$ cat config.mk
export PLATFORM = sky130hd
export DESIGN_NAME = lcsl_cell
export DESIGN_NICKNAME = d
export VERILOG_FILES = /design/src/design/lcsl_pkg.sv /design/src/design/lcsl_cell.sv
export SDC_FILE = /design/constraint.sdc
export NUM_CORES = 1
export LEC_CHECK = 0
export BUFFER_PORTS_ARGS = -buffer_cell sky130_fd_sc_hd__clkbuf_2
export CAP_MARGIN = 15
export CORE_MARGIN = 3
export CORE_UTILIZATION = 56
export DETAILED_ROUTE_END_ITERATION = 7
export PLACE_DENSITY = 0.9
export SLEW_MARGIN = 20
export SYNTH_ARGS = -nofsm -noshare
export SYNTH_HDL_FRONTEND = slang
export SYNTH_SLANG_ARGS = --single-unit
$ cat constraint.sdc
create_clock -name i_clk -period 6.5 [get_ports i_clk]
set_clock_uncertainty 0.05 [all_clocks]
set_input_delay 1.3 -clock i_clk [delete_from_list [all_inputs] [get_ports i_clk]]
set_output_delay 1.3 -clock i_clk [all_outputs]
set_load 0.03 [all_outputs]
$ cat src/design/lcsl_pkg.sv
// shared types and constants for the longest common substring length block
package lcsl_pkg;

    localparam int SYM_W  = 8;
    localparam int OUT_W  = 7;
    localparam int OUT_SAT = (1 << OUT_W) - 1;

    localparam logic CMD_LOAD    = 1'b0;
    localparam logic CMD_COMPARE = 1'b1;

    typedef struct packed {
        logic             cmd;
        logic [SYM_W-1:0] symbol;
        logic             last;
    } t_in_req;

    typedef struct packed {
        logic [OUT_W-1:0] best_length;
        logic             overflow;
    } t_out_req;

    typedef struct packed {
        logic             compare;
        logic             clear;
        logic [SYM_W-1:0] symbol;
    } t_cell_ctl;

    typedef enum logic {
        ST_RUN,
        ST_DRAIN
    } t_state;

endpackage

$ cat src/design/lcsl_cell.sv
// one position of the stored string: symbol, run length, local best and max wave
module lcsl_cell import lcsl_pkg::*; #(
    parameter int RUN_W = 7
) (
    input  logic             i_clk,
    input  logic             i_rst_n,
    input  t_cell_ctl        i_ctl,
    input  logic             i_load,
    input  logic [RUN_W-1:0] i_run_prev,
    input  logic [RUN_W-1:0] i_max_prev,
    output logic [RUN_W-1:0] o_run,
    output logic [RUN_W-1:0] o_max
);

    logic [SYM_W-1:0] r_sym;
    logic             r_valid;
    logic [RUN_W-1:0] r_run;
    logic [RUN_W-1:0] r_best;
    logic [RUN_W-1:0] r_max;

    logic             n_valid;
    logic [RUN_W-1:0] n_run;
    logic [RUN_W-1:0] n_best;
    logic [RUN_W-1:0] n_max;

    always_comb begin
        n_valid = r_valid;
        n_run   = r_run;
        if (i_ctl.clear) begin
            n_valid = 1'b0;
            n_run   = '0;
        end else if (i_load) begin
            n_valid = 1'b1;
            n_run   = '0;
        end else if (i_ctl.compare) begin
            if (r_valid && (r_sym == i_ctl.symbol)) begin
                n_run = i_run_prev + RUN_W'(1);
            end else begin
                n_run = '0;
            end
        end
    end

    always_comb begin
        if (i_ctl.clear) begin
            n_best = '0;
            n_max  = '0;
        end else begin
            n_best = (n_run > r_best) ? n_run : r_best;
            n_max  = (i_max_prev > r_best) ? i_max_prev : r_best;
        end
    end

    always_ff @(posedge i_clk) begin
        if (!i_rst_n) begin
            r_valid <= 1'b0;
            r_run   <= '0;
            r_best  <= '0;
            r_max   <= '0;
        end else begin
            r_valid <= n_valid;
            r_run   <= n_run;
            r_best  <= n_best;
            r_max   <= n_max;
        end
    end

    always_ff @(posedge i_clk) begin
        if (i_load) begin
            r_sym <= i_ctl.symbol;
        end
    end

    assign o_run = r_run;
    assign o_max = r_max;

endmodule

**Word level (Yosys, flattened, before mapping)**

Cells that the tools add are included.

- Flip-flop bits (word level): 30
- Input bits: 27
- Logic and storage cells: 17

- Add/sub/neg operators: 1
- Magnitude comparators: 2
- Equal/unequal tests: 1
- Multiplexer cells: 5
- Bitwise gates (word level): 1
- Reductions and logical operators: 2

Operators with widths:

| kind | number |
|---|---|
| $mux W7 | 5 |
| $gt A7 B7 Y1 | 2 |
| $eq A8 B8 Y1 | 1 |
| $add A7 B1 Y7 const B | 1 |
| $reduce_or A2 Y1 | 1 |
| $logic_and A1 B1 Y1 | 1 |
| $not A1 Y1 | 1 |

**Logic depth before layout (Yosys ltp)**

- Depth after elaboration: 7
- Mapped depth: 12

**Worst setup path before layout**

No wires, ideal clock.

- Path type: input -> register
- From: input i_load
- To: register r_best[3]
- Library setup time: 0.129 ns
- Arrival time: 3.355 ns
- Path slack: 2.966 ns
- Stages: 12
- Cell sequence: or2_1 -> buf_6 -> nor4_4 -> a21oi_1 -> inv_1 -> ha_1 -> a21oi_1 -> o21ai_0 -> o22a_1 -> clkbuf_1 -> o21ai_0 -> a21oi_1

- Word-level cells in the longest chain between the ends: 3

Ends and longest elaborated chain:

| item | line | source |
|---|---|---|
| start: declaration | lcsl_cell.sv:8 | `input logic i_load,` |
| $mux W7 | lcsl_cell.sv:32 | `end else if (i_load) begin` |
| $mux W7 | lcsl_cell.sv:29 | `if (i_ctl.clear) begin` |
| net n_run[6] | lcsl_cell.sv:22 | `logic [RUN_W-1:0] n_run;` |
| $gt A7 B7 Y1 | lcsl_cell.sv:49 | `n_best = (n_run > r_best) ? n_run : r_best;` |
| end signal: assignment | lcsl_cell.sv:63 | `r_best <= n_best;` |
| end: declaration | lcsl_cell.sv:18 | `logic [RUN_W-1:0] r_best;` |

The timed path passes the listed nets, and every way through them passes these cells.
A chain may end at the register's enable or synchronous reset.

**Final worst setup path**

- From: input i_load
- To: register r_best[0]

The elaborated chain is that of the path after synthesis.

==> results.md <==
- Max Cap Viol: 0
- Worst Tran Pin Value: between 400 and 500 ps
- Required @ worst endpoint: 6680 ps
- Share of layout cells above drive strength 1: a little under a quarter
- Hold depth: 2
- Utilization after layout: approximately 72%
- CP Capture Type: flip-flop
- Setup Fix Bufs, Post-CTS: 0
- Syn. warnings: 0
- Crit Path Max Fanout: 14
- CTS Hold Bufs: 0
- PortBufs: 40
- RD Place Congestion: roughly 0.82
- Fillers: a little over 200
- Critical path class: input port to flip-flop
- Chip height: between 50 and 60 µm
- GRT Util Overall: between 15 and 20%
- Clk_lat worst skew: between 300 and 400 ps
- Ant diodes: 0
- Fin. Hold Viols: 0
- Post-synth EDFFs: 8
- Post-synthesis register bit count: 30
- Top post-synthesis cells by area: dfxtp_1 27%, edfxtp_1 15%, ha_1 12%, a21oi_1 6.5%, xnor2_1 6.5%
- Layout net count: between 200 and 300
- I/O Pins: 41
- Post-CTS Resized: 0
- Max VDD drop: between 0.0002 and 0.00025 V
- # rows: 18
- HPWL Detailed: between 2000 and 3000 µm
- Total number of vias: ~1300
- DRC viols: 0
- Largest area contributor in the netlist: dfxtp_1
- Synth top area share: approximately 27%
- Grt total ovfl: 0
- WP data arrival: about 3800 ps
- Status: completed
- Final min period: between 3000 and 4000 ps
- Worst min-delay path class: flip-flop to flip-flop
- Worst reg2reg path depth: 11
- Sequential area share after synthesis: 41.9%
- Initial core utilization: between 60% and 70%
- TNS Setup: 0 ps
- CTS tree: yes
- Setup violators final: 0
- Most instantiated library cell after synthesis: dfxtp_1
- Iter 0 DRT Violations: 61
- Initial antenna violation count: 0
- Primary FF master, synth: dfxtp_1
- Slew headroom: 68.6%
- Hold_ws: about 420 ps
- Synth cell types: 29
- FMAX: 278 MHz
- Number of global-route vias before repair: about 1200
- Vias per Instance: 5.45
- Startpoint Class: input port
- Synthesis-to-layout area growth: 16.5%
- Synth Cell Area: 0.00162 mm²
- CTS sink cnt: 30
- Post-DR wirelength/cell: between 10 and 15 µm
- Static leakage: between 0.8 and 0.9 nW
- CTS Buf Count: 5
- Final period utilization: 55.3%
- Final Max Tran Viols: 0
- Syn_nets: between 200 and 250
- Core area: between 0.002 and 0.003 mm²
- PnR Total Power: 0.479 mW
- Drt total wl: 3230 µm
- Die area: about 0.0036 mm²
- ANT nets after route: 0
- Ys async rst share: 0%
- Pin count of the biggest net entering global routing: 23
- Clk slew on worst S/H paths: 90 ps
- Pre-antenna DRT Iters: 4
- Maximum root-to-sink buffer count: 2
- Post-Synthesis Cells: 173
- Pwr dens: between 200 and 300 mW/mm²
- Avg Cell Area, Syn: ~9.4 µm²
- Commonest cells post-synth: 22 x dfxtp_1, 21 x a21oi_1, 20 x nand2_1
- Unrepaired setup endpoints after global routing: no
- Htree depth: 2
- First-pass GRT wire length: a little over 5000 µm
- Die width: between 50 and 60 µm
- CTS root buf: clkbuf_4
## cell families after synthesis
group / Yosys count / share of synthesized area [%]
compound gates: 37 / 13.9
xor+xnor: 13 / 7.02
fa+ha+maj: 15 / 11.6
buf+inv: 19 / 4.93
flops: 30 / 41.9
mux: 7 / 4.32
simple gates: 52 / 16.3
## through the flow
step | area (µm²) | instances | setup slack (ps)
detailed placement | 1840 | 239 | 2570
finish | 1890 | 247 | 2910
floorplan | 1620 | 173 | 2970
CTS | 1890 | 247 | 2930
global placement | 1840 | 239 | 2680
global route | 1890 | 247 | 2690
## cells in the final DEF (no fill, tap or decap), types with 3 or more instances in the layout
cell       n
xnor2_1   12
nor2b_1    6
nand3_1    8
clkbuf_2  40
o21ai_0    8
edfxtp_1   8
nand2_1   20
mux2i_1    7
nand2b_1   4
a21oi_1   21
clkbuf_4   5
nor2_1     6
dfxtp_1   22
nand4_1    3
inv_1     14
a22oi_2    3
ha_1      15
## cell type report
type                    instances  area, µm²  area share (%)
clock buffers                   6       41.3            2.18
clock inverters                 2       8.76           0.463
inverters                      14       52.6            2.78
multi-input cells             124        862            45.6
flip-flops and latches         30        681            36.0
well taps                      30       37.5            1.99
repair buffers                 41        208            11.0
## registers in the layout, indices dropped and copies added, names as in the netlist
register / count
o_max: 7
o_run: 7
r_best: 7
r_sym: 8
r_valid: 1
## critical path: stages
cell and delay, ps:
clkbuf_2 200, or2_1 360, nor4_4 510, a21oi_1 170, inv_1 90, ha_1 240, a21oi_1 150, o21ai_0 90
o22a_1 350, o21ai_0 270, a21oi_2 40
## path summary, 6_finish.rpt
path	from	end	slack (ps)
worst max-delay path	i_load	r_best[0]	2910
worst min-delay path	r_best[1]	o_max[1]	420
worst max register to register	r_sym[7]	r_best[0]	3740
worst min register to register	r_best[1]	o_max[1]	420
## routing by layer
layer / global-route usage, % / up-vias / share of wire [%]
li1: - / 688 / -
met1: 24.4 / 611 / 47
met2: 30.2 / 40 / 45
met3: 6.91 / 7 / 6.0
met4: 10.8 / 0 / 2.1
met5: 0 / - / 0
## power by group
part	total, mW	internal [mW]	switching, mW
combinational	0.153	0.0608	0.0925
clock	0.104	0.0405	0.0640
sequential	0.222	0.211	0.0111
Power figures use the tool's default switching activity.
